### config.mk
export PLATFORM = sky130hd
export DESIGN_NAME = jenkins_mix_hash32
export DESIGN_NICKNAME = d
export VERILOG_FILES = /design/src/hw/rtl/jmh_pkg.sv /design/src/hw/rtl/jmh_front.sv /design/src/hw/rtl/jmh_queue.sv /design/src/hw/rtl/jmh_mix.sv /design/src/hw/rtl/jenkins_mix_hash32.sv
export SDC_FILE = /design/constraint.sdc
export NUM_CORES = 2
export LEC_CHECK = 0
export ABC_AREA = 1
export BUFFER_PORTS_ARGS = -buffer_cell sky130_fd_sc_hd__buf_2
export CAP_MARGIN = 20
export CORE_MARGIN = 2
export CORE_UTILIZATION = 49
export DETAILED_ROUTE_END_ITERATION = 8
export SYNTH_ARGS = -nofsm -noshare
export SYNTH_HDL_FRONTEND = slang
export SYNTH_SLANG_ARGS = --single-unit
### constraint.sdc
create_clock -name clk_i -period 18.35 [get_ports clk_i]
set_input_delay 5.505 -clock clk_i [delete_from_list [all_inputs] [get_ports clk_i]]
set_output_delay 5.505 -clock clk_i [all_outputs]
set_load 0.02 [all_outputs]
### src/hw/rtl/jmh_pkg.sv
package jmh_pkg;

  // Initial value of the a and b accumulators
  localparam logic [31:0] GoldenRatio = 32'h9e37_79b9;

  // Word and byte-count sizes of one input beat
  localparam int unsigned WordW    = 32;
  localparam int unsigned CountW   = 3;
  localparam logic [CountW-1:0] FullCount = CountW'(4);

  // Word slots inside a 12-byte group
  localparam logic [1:0] SlotA = 2'd0;
  localparam logic [1:0] SlotB = 2'd1;
  localparam logic [1:0] SlotC = 2'd2;

  // Mix sequencing: nine dependent steps, one per cycle unless the output stalls
  localparam int unsigned MixSteps = 9;
  localparam int unsigned StepW    = $clog2(MixSteps);
  localparam logic [StepW-1:0] StepLast = StepW'(MixSteps - 1);

  // Group queue between front and back
  localparam int unsigned QDepth = 4;
  localparam int unsigned QPtrW  = $clog2(QDepth);
  localparam int unsigned QCntW  = $clog2(QDepth + 1);
  localparam logic [QPtrW-1:0] QPtrLast = QPtrW'(QDepth - 1);

  // One 12-byte group, classified by the front
  typedef struct packed {
    logic [WordW-1:0] w0;
    logic [WordW-1:0] w1;
    logic [WordW-1:0] w2;
    logic [WordW-1:0] seed;
    logic             start;      // first group of a key: load initial values
    logic             group_mix;  // full group: mix before the closing mix
    logic             close;      // last group of a key: closing mix and result
  } grp_t;

  typedef struct packed {
    logic [WordW-1:0] a;
    logic [WordW-1:0] b;
    logic [WordW-1:0] c;
  } abc_t;

  // Queue status seen by the front
  typedef struct packed {
    logic full;
    logic empty;
  } q_stat_t;

  function automatic logic [4:0] mix_shift(input logic [StepW-1:0] idx);
    logic [4:0] sh;
    case (idx)
      StepW'(0): sh = 5'd13;
      StepW'(1): sh = 5'd8;
      StepW'(2): sh = 5'd13;
      StepW'(3): sh = 5'd12;
      StepW'(4): sh = 5'd16;
      StepW'(5): sh = 5'd5;
      StepW'(6): sh = 5'd3;
      StepW'(7): sh = 5'd10;
      default:   sh = 5'd15;
    endcase
    return sh;
  endfunction

  // One step of the mix: update a, b or c in rotation
  function automatic abc_t mix_step(input logic [StepW-1:0] idx, input abc_t v);
    abc_t       r;
    logic [4:0] sh;
    r  = v;
    sh = mix_shift(idx);
    case (idx)
      StepW'(0), StepW'(3), StepW'(6): r.a = (v.a - v.b - v.c) ^ (v.c >> sh);
      StepW'(1), StepW'(4), StepW'(7): r.b = (v.b - v.c - v.a) ^ (v.a << sh);
      default:                         r.c = (v.c - v.a - v.b) ^ (v.b >> sh);
    endcase
    return r;
  endfunction

  // Keep the first count bytes of a word, zero the rest
  function automatic logic [WordW-1:0] byte_mask(input logic [CountW-1:0] cnt);
    logic [WordW-1:0] m;
    case (cnt)
      CountW'(0): m = 32'h0000_0000;
      CountW'(1): m = 32'h0000_00ff;
      CountW'(2): m = 32'h0000_ffff;
      CountW'(3): m = 32'h00ff_ffff;
      default:    m = 32'hffff_ffff;
    endcase
    return m;
  endfunction

endpackage

### src/hw/rtl/jmh_front.sv
module jmh_front (
  input  logic                         clk_i,
  input  logic                         rst_ni,
  input  logic                         in_valid_i,
  output logic                         in_ready_o,
  input  logic [jmh_pkg::WordW-1:0]    data_word_i,
  input  logic [jmh_pkg::CountW-1:0]   byte_count_i,
  input  logic                         last_i,
  input  logic [jmh_pkg::WordW-1:0]    seed_i,
  input  jmh_pkg::q_stat_t             q_stat_i,
  output logic                         push_o,
  output jmh_pkg::grp_t                grp_o
);
  import jmh_pkg::*;

  logic              in_key_q, in_key_d;
  logic              head_q, head_d;
  logic [1:0]        slot_q, slot_d;
  logic [WordW-1:0]  w0_q, w1_q, seed_q;
  logic              accept;
  logic [CountW-1:0] cnt_eff;
  logic [WordW-1:0]  word_m;
  logic              full_word;

  assign in_ready_o = !q_stat_i.full;
  assign accept     = in_valid_i && in_ready_o;

  // Saturate the byte count; non-last beats are always four bytes
  always_comb begin
    if (!last_i || (byte_count_i > FullCount)) begin
      cnt_eff = FullCount;
    end else begin
      cnt_eff = byte_count_i;
    end
  end

  assign word_m    = data_word_i & byte_mask(cnt_eff);
  assign full_word = (cnt_eff == FullCount);

  // Emit a group on the third word or at the end of a key
  assign push_o = accept && ((slot_q == SlotC) || last_i);

  always_comb begin
    grp_o.w0        = (slot_q == SlotA) ? word_m : w0_q;
    grp_o.w1        = (slot_q == SlotA) ? '0 : ((slot_q == SlotB) ? word_m : w1_q);
    grp_o.w2        = (slot_q == SlotC) ? word_m : '0;
    grp_o.seed      = in_key_q ? seed_q : seed_i;
    grp_o.start     = head_q;
    grp_o.group_mix = (slot_q == SlotC) && full_word;
    grp_o.close     = last_i;
  end

  // Advance slot and key tracking
  always_comb begin
    slot_d   = slot_q;
    in_key_d = in_key_q;
    head_d   = head_q;
    if (accept) begin
      in_key_d = !last_i;
      if (last_i || (slot_q == SlotC)) begin
        slot_d = SlotA;
      end else begin
        slot_d = slot_q + 2'd1;
      end
      if (push_o) begin
        head_d = last_i;
      end
    end
  end

  always_ff @(posedge clk_i or negedge rst_ni) begin
    if (!rst_ni) begin
      in_key_q <= 1'b0;
      head_q   <= 1'b1;
      slot_q   <= SlotA;
    end else begin
      in_key_q <= in_key_d;
      head_q   <= head_d;
      slot_q   <= slot_d;
    end
  end

  // Hold partial group words and the key's seed
  always_ff @(posedge clk_i) begin
    if (accept && (slot_q == SlotA)) begin
      w0_q <= word_m;
    end
    if (accept && (slot_q == SlotB)) begin
      w1_q <= word_m;
    end
    if (accept && !in_key_q) begin
      seed_q <= seed_i;
    end
  end

endmodule

### src/hw/rtl/jmh_queue.sv
module jmh_queue (
  input  logic             clk_i,
  input  logic             rst_ni,
  input  logic             push_i,
  input  jmh_pkg::grp_t    grp_i,
  input  logic             pop_i,
  output jmh_pkg::grp_t    grp_o,
  output jmh_pkg::q_stat_t stat_o
);
  import jmh_pkg::*;

  grp_t             ent_q [QDepth];
  logic [QPtrW-1:0] wr_q, rd_q;
  logic [QCntW-1:0] cnt_q;
  logic             do_push, do_pop;

  assign stat_o.full  = (cnt_q == QCntW'(QDepth));
  assign stat_o.empty = (cnt_q == '0);
  assign do_push      = push_i && !stat_o.full;
  assign do_pop       = pop_i && !stat_o.empty;
  assign grp_o        = ent_q[rd_q];

  // Advance pointers and fill count
  always_ff @(posedge clk_i or negedge rst_ni) begin
    if (!rst_ni) begin
      wr_q  <= '0;
      rd_q  <= '0;
      cnt_q <= '0;
    end else begin
      if (do_push) begin
        wr_q <= (wr_q == QPtrLast) ? '0 : wr_q + QPtrW'(1);
      end
      if (do_pop) begin
        rd_q <= (rd_q == QPtrLast) ? '0 : rd_q + QPtrW'(1);
      end
      if (do_push && !do_pop) begin
        cnt_q <= cnt_q + QCntW'(1);
      end else if (do_pop && !do_push) begin
        cnt_q <= cnt_q - QCntW'(1);
      end
    end
  end

  always_ff @(posedge clk_i) begin
    if (do_push) begin
      ent_q[wr_q] <= grp_i;
    end
  end

endmodule

### src/hw/rtl/jmh_mix.sv
module jmh_mix (
  input  logic                      clk_i,
  input  logic                      rst_ni,
  input  jmh_pkg::q_stat_t          q_stat_i,
  input  jmh_pkg::grp_t             grp_i,
  output logic                      pop_o,
  output logic                      out_valid_o,
  input  logic                      out_ready_i,
  output logic [jmh_pkg::WordW-1:0] hash_o
);
  import jmh_pkg::*;

  logic             busy_q, second_q, close_q, out_valid_q;
  logic [StepW-1:0] step_q;
  abc_t             acc_q, step_res;
  logic [WordW-1:0] hash_q;
  logic             mix_done, out_free, advance, emit;

  assign pop_o    = !busy_q && !q_stat_i.empty;
  assign step_res = mix_step(step_q, acc_q);
  assign mix_done = busy_q && (step_q == StepLast) && !second_q;
  assign out_free = !out_valid_q || out_ready_i;
  // Stall the final step of a closing mix while the output register is still occupied
  assign advance  = busy_q && !(mix_done && close_q && !out_free);
  assign emit     = advance && mix_done && close_q;

  always_ff @(posedge clk_i or negedge rst_ni) begin
    if (!rst_ni) begin
      busy_q      <= 1'b0;
      step_q      <= '0;
      second_q    <= 1'b0;
      close_q     <= 1'b0;
      out_valid_q <= 1'b0;
    end else begin
      if (pop_o) begin
        busy_q   <= 1'b1;
        step_q   <= '0;
        second_q <= grp_i.group_mix && grp_i.close;
        close_q  <= grp_i.close;
      end else if (advance) begin
        if (step_q == StepLast) begin
          step_q <= '0;
          if (second_q) begin
            second_q <= 1'b0;
          end else begin
            busy_q <= 1'b0;
          end
        end else begin
          step_q <= step_q + StepW'(1);
        end
      end
      // Hold the result until it is taken
      if (emit) begin
        out_valid_q <= 1'b1;
      end else if (out_ready_i) begin
        out_valid_q <= 1'b0;
      end
    end
  end

  // Load a group into the accumulators, then run the mix steps
  always_ff @(posedge clk_i) begin
    if (pop_o) begin
      acc_q.a <= (grp_i.start ? GoldenRatio : acc_q.a) + grp_i.w0;
      acc_q.b <= (grp_i.start ? GoldenRatio : acc_q.b) + grp_i.w1;
      acc_q.c <= (grp_i.start ? grp_i.seed : acc_q.c) + grp_i.w2;
    end else if (advance) begin
      acc_q <= step_res;
    end
    if (emit) begin
      hash_q <= step_res.c;
    end
  end

  assign out_valid_o = out_valid_q;
  assign hash_o      = hash_q;

endmodule

### src/hw/rtl/jenkins_mix_hash32.sv
// Path: last beat of a key, group queue, mix steps, output register; a last beat
//   completing a full 12-byte group gets a group mix before the closing mix.
// Throughput: one beat per cycle unless the 4-group queue is full; the mix unit
//   runs one step per cycle unless its output stalls; it sets the sustained rate.
// Reset: rst_ni clears key tracking, queue pointers, mix sequencer and output valid.
module jenkins_mix_hash32 (
  input  logic                         clk_i,
  input  logic                         rst_ni,
  input  logic                         in_valid_i,
  output logic                         in_ready_o,
  input  logic [jmh_pkg::WordW-1:0]    data_word_i,
  input  logic [jmh_pkg::CountW-1:0]   byte_count_i,
  input  logic                         last_i,
  input  logic [jmh_pkg::WordW-1:0]    seed_i,
  output logic                         out_valid_o,
  input  logic                         out_ready_i,
  output logic [jmh_pkg::WordW-1:0]    hash_o
);
  import jmh_pkg::*;

  logic    push, pop;
  grp_t    grp_in, grp_head;
  q_stat_t q_stat;

  // Collect words into groups
  jmh_front u_front (
    .clk_i        (clk_i),
    .rst_ni       (rst_ni),
    .in_valid_i   (in_valid_i),
    .in_ready_o   (in_ready_o),
    .data_word_i  (data_word_i),
    .byte_count_i (byte_count_i),
    .last_i       (last_i),
    .seed_i       (seed_i),
    .q_stat_i     (q_stat),
    .push_o       (push),
    .grp_o        (grp_in)
  );

  // Buffer groups between front and mix unit
  jmh_queue u_queue (
    .clk_i  (clk_i),
    .rst_ni (rst_ni),
    .push_i (push),
    .grp_i  (grp_in),
    .pop_i  (pop),
    .grp_o  (grp_head),
    .stat_o (q_stat)
  );

  // Accumulate and mix
  jmh_mix u_mix (
    .clk_i       (clk_i),
    .rst_ni      (rst_ni),
    .q_stat_i    (q_stat),
    .grp_i       (grp_head),
    .pop_o       (pop),
    .out_valid_o (out_valid_o),
    .out_ready_i (out_ready_i),
    .hash_o      (hash_o)
  );

endmodule

---- Word-level counts from Yosys, hierarchy flattened ----
Memories as Yosys holds them, arrays and structs flattened.
Cells that the tools add are included.
W data, S select, Z words.
word-level totals
  flip-flop bits (word level) ............. 243
  bits in writable memories ............... 524
  memory bits (read-only) ................. 40
  bits of input ports ..................... 72
  output and inout port bits .............. 34
  logic and storage cells ................. 145
  memories kept ........................... 2
memories
  memory           depth  width  rd ports  clocked after memory_dff  wr ports  line             source
  u_queue.ent_q    4      131    1         0                         1         jmh_queue.sv:12  grp_t ent_q [QDepth];
  (no name shown)  8      5      1         0                         0         jmh_pkg.sv:52    case (idx)
cells by class
  add/sub/neg operators ................... 15
  $lt $le $gt $ge ......................... 1
  eq/ne operators ......................... 16
  shift operators ......................... 3
  muxes and demuxes ....................... 35
  bitwise gates (word level) .............. 4
  reductions and logical operators ........ 51
operator list
  cell                   count
  $mux W32               11
  $mux W96               2
  $sub A32 B32 Y32       6
  $pmux W32 S4           1
  $add A32 B32 Y32       3
  $xor A32 B32 Y32       3
  $shr A32 B5 Y32        2
  $and A32 B32 Y32       1
  $shl A32 B5 Y32        1
  $logic_and A1 B1 Y1    19
  $eq A4 B3 Y1 const B   3
  $mux W4                3
  $reduce_bool A2 Y1     6
  $logic_not A1 Y1       11
  $mux W1                11
  $mux W3                3
  $reduce_and A2 Y1      4
  $add A2 B1 Y2 const B  3
  $eq A2 B2 Y1 const B   3
  $eq A3 B2 Y1 const B   2
  $eq A3 B3 Y1 const B   2
  $logic_not A3 Y1       2
  $mux W2                3
  $reduce_or A3 Y1       2
  16 further kinds       18

---- Longest topological paths before layout ----
  word-level depth ........................ 10
  depth in mapped cells ................... 23
  mapped depth without buffers ............ 20

---- Modules after synthesis ----
Synthesis repeated with hierarchy kept, for this count alone.
unflattened totals
  cells, all modules ...................... 6627
  area total of the unflattened synthesis .. 53443.8 um^2
modules (own cells, without submodules)
  module     instances  cells an instance  area each (um^2)  seq. area each (um^2)
  jmh_mix    1          4554               27126.0           4043.9
  jmh_queue  1          1590               21664.5           15910.3
  jmh_front  1          483                4653.2            2984.1

---- Least setup slack after synthesis ----
No wires, ideal clock.
  kind .................................... input port to flip-flop
  start ................................... input in_valid_i
  end ..................................... memory u_queue.ent_q[0][0] (netlist name), enable pin
  library setup time ...................... 0.623 ns
  arrival time ............................ 11.466 ns
  required time ........................... 17.727 ns
  setup slack ............................. 6.261 ns
  cell stages on the path ................. 4
  path buffers ............................ 0
  path through ............................ nand2_1 -> nor2_1 -> inv_1 -> nor2_1
between the ends
  longest elaborated chain between the ends .. 5
RTL lines
  element                        line                     source
  from (decl)                    jenkins_mix_hash32.sv:9  input logic in_valid_i,
  $logic_and A1 B1 Y1            jmh_front.sv:26          assign accept = in_valid_i && in_ready_o;
  $logic_and A1 B1 Y1            jmh_front.sv:41          assign push_o = accept && ((slot_q == SlotC) || last_i);
  $logic_and A1 B1 Y1            jmh_queue.sv:19          assign do_push = push_i && !stat_o.full;
  net u_queue.do_push            jmh_queue.sv:15          logic do_push, do_pop;
  $mux W1                        jmh_queue.sv:45          if (do_push) begin
  $mux W1 (not written as such)  jmh_queue.sv:46          ent_q[wr_q] <= grp_i;
  to (decl)                      jmh_queue.sv:12
The timed path passes the listed nets, and every way through them passes these cells.

---- Worst setup path in the final report ----
  start ................................... input in_valid_i
  end ..................................... memory u_queue.ent_q[0][127] (netlist name), enable pin
Same word-level chain as after synthesis.

==> results.toml <==
[status]
status = "finished, final reports clean"

[cells_and_area]
syn_to_final_growth_pct = 8.74
utilization = 0.536
nNetsFinal = 6620
fin_area_mm2 = 0.0554
final_cells = 7696
nFillCells = 9860
multi_input_area_mm2 = 0.0250
drive_above_1_share = 0.0519
seq_area_mm2 = 0.0229

[flow_run]
max-cap-violations = 0

[sta]
fin_setup_tns_ns = 0
timing.final.hold_violations = 0
skew_ns = 0.0471
fmax_ghz = 0.130
min_period_over_period = 0.421
max-slew-margin-rel = 0.309
slew_viol_final = 0
rsz0062_at_grt = "false"
worst_slew_pin_slew_ns = 1.04
fin_crit_ns = 7.72
finalSetupViolations = 0

[clock_network]
htree_num_levels = 3
cts_sinks = 767
cts_buffers = 82
clkSlewWorstSetupHoldPaths_ns = 0.06
clock_latency_ns = 0.69
cts-root-buf = "clkbuf_16"
clockBufferDepth = 3
ctsResizeCount = 0
cts_tree = "yes"
post_cts_buffers = 0
cts_hold_buf = 0

[setup_path]
end_kind = "register"
ff2ff_path_depth = 16
r2r_slack_ns = 12.53
crit_path_cell_trace = "buf_2 -> nand2_1 -> nor2_1 -> inv_1 -> nor2_4 -> buf_4 -> buf_4"
path_delay_family = "buffers and inverters"
critPathCapture = "u_queue.ent_q[0][127]$_DFFE_PP_"
critPathKind = "input port to register"
cp.depth = 7
start_kind = "input port"
crit_top_cell = "buf_4"
r2r-end = "u_mix.acc_q[51]$_DFFE_PP_"
required_ns = 18.62
crit_arrival_ns = 7.99
max_stage_delay_ns = 0.72
crit_start = "in_valid_i"
cp_num_buf_inv = 4
reg2reg_from = "u_queue.rd_q[1]$_DFFE_PN0P_"
critPathSlowestCell = "buf_4"
path_max_fanout = 48

[placed_design]
place_inst = 7540
placed_area_mm2 = 0.0527
dp_hpwl_um = 156000
gp_congestion = 1.07
io_buffers = 105

[yosys]
yosys_warnings = 0
ys_types = 53
syn_area_per_cell_um2 = 8.13
synth_area_mm2 = 0.0509
synth_ff_type = "edfxtp_1"
synth_seq_area_share = 0.450
synth-edff-count = 748
async_reset_ff_frac = 0.0248
ys_ff_latch = 767
syn_nets = 6640
syn_inst = 6265

[detailed_routing]
ant_nets = 0
drt_iter0_markers = 6233
vias = 46570
avgViaCountPerCell = 6.05
drc = 0
firstDrtPassIters = 9
avgRoutedWirePerCell_um = 27.1
wirelength_um = 208000

[die]
start_util = 0.493
row_count = 118
die_h_um = 326
dieArea_mm2 = 0.107
io_pins = 106
die_w_um = 326
core_mm2 = 0.103

[global_routing]
antenna_found_initial = 10
grt_pass1_wl_um = 295000
grt_pass1_vias = 42576
grt_overflow = 0
grt_usage = 0.383
grt_max_degree = 132

[min_path]
hp-class = "register to register"
## kinds of logic (layout without fill, tap and decap cells)
kind of cell,count (synthesis),in the layout,synth area share
AO/OA/AOI/OAI,1199,1199,0.127
XOR/XNOR,98,98,0.0169
adder cells (fa/ha/maj),303,303,0.0888
buffers and inverters,803,852,0.0612
flip-flops,767,767,0.450
multiplexers,1,1,0.000197
other,0,2,0
AND/OR/NAND/NOR,3094,3094,0.255
## per-layer routing
metal	global-route usage	vias to the layer above	part of all wire
met4	0.224	10	0.071
met3	0.0782	502	0.10
met1	0.521	22245	0.40
met2	0.570	2430	0.43
met5	0	-	0.00033
li1	-	21383	-
## registers in the layout (all words and copies together) (netlist names)
name and flops:
u_front.seed_q 32, u_mix.hash_o 32, u_queue.cnt_q 3, u_queue.wr_q 2, u_front.in_key_q 1, u_front.w1_q 32, u_mix.out_valid_o 1, u_front.slot_q 2
u_front.head_q 1, u_mix.step_q 4, u_queue.rd_q 2, u_mix.second_q 1, u_mix.close_q 1, u_queue.ent_q 524, u_mix.busy_q 1, u_mix.acc_q 96
u_front.w0_q 32
## stage by stage
stage | setup slack (ns) | hold slack, ns
after floorplan | 6.26 | 0.483
after global placement | 9.93 | 0.511
after detailed placement | 9.93 | 0.521
after CTS | 10.61 | 0.530
after global routing | 10.35 | 0.563
final | 10.63 | 0.525
## cell usage after synthesis, types with 31 or more instances
library cell	count	area share
nand4_1	86	0.011
o21ai_0	583	0.057
ha_1	206	0.051
nor2_1	603	0.044
o22ai_1	129	0.016
and2_1	31	0.0038
fa_1	97	0.038
o211ai_1	31	0.0046
nand2_1	1615	0.12
edfxtp_1	748	0.44
buf_1	36	0.0027
inv_1	521	0.038
o21ai_1	67	0.0066
nand3_1	665	0.065
buf_2	48	0.0047
clkbuf_1	181	0.013
xnor2_1	45	0.0077
nand3b_1	35	0.0052
a21oi_1	302	0.030
xor2_1	53	0.0091
## layout by cell type (no fill, tap or decap), drive strengths merged, types with 35 or more instances in the layout
cell    count
nand2    1616
edfxtp    748
nand3     666
o21ai     651
nor2      608
inv       531
a21oi     304
ha        206
buf       168
o22ai     129
clkbuf    107
fa         97
nand4      86
xor2       53
xnor2      45
clkinv     37
nand3b     35
## worst reg2reg max path, delay by kind of cell, from the launching register on
| family | cells | cell delay [ns] |
|---|---|---|
| DFF | 1 | 0.82 |
| buffers and inverters | 4 | 1.75 |
| AOI/OAI and AO/OA | 6 | 2.07 |
| and+or+nand+nor | 5 | 0.52 |
| adders and majority gates | 1 | 0.38 |
## area by class of cell
class,instances,share of cell area
clock inverter,46,0.00936
antenna,2,0.0000904
timing repair buffer,168,0.0186
sequential,767,0.414
clock buffer,107,0.0391
inverter,531,0.0363
multi-input combinational,4695,0.451
tap,1380,0.0312
## how the worst min path moves through the flow
stage | endpoint | slack [ns] | depth (start not counted) | start
after detailed placement | u_front.head_q$_DFFE_PN1P_ | 0.52 | 2 | u_front.head_q$_DFFE_PN1P_
after global routing | u_front.head_q$_DFFE_PN1P_ | 0.56 | 2 | u_front.head_q$_DFFE_PN1P_
after global placement | u_mix.second_q$_DFFE_PN0P_ | 0.51 | 1 | u_mix.second_q$_DFFE_PN0P_
after CTS | u_front.head_q$_DFFE_PN1P_ | 0.53 | 2 | u_front.head_q$_DFFE_PN1P_
final | u_front.head_q$_DFFE_PN1P_ | 0.52 | 2 | u_front.head_q$_DFFE_PN1P_
after floorplan | u_mix.second_q$_DFFE_PN0P_ | 0.48 | 1 | u_mix.second_q$_DFFE_PN0P_
Power is not shown: default switching activity piles up to over one toggle a cycle in this logic, so the estimate is an artifact.
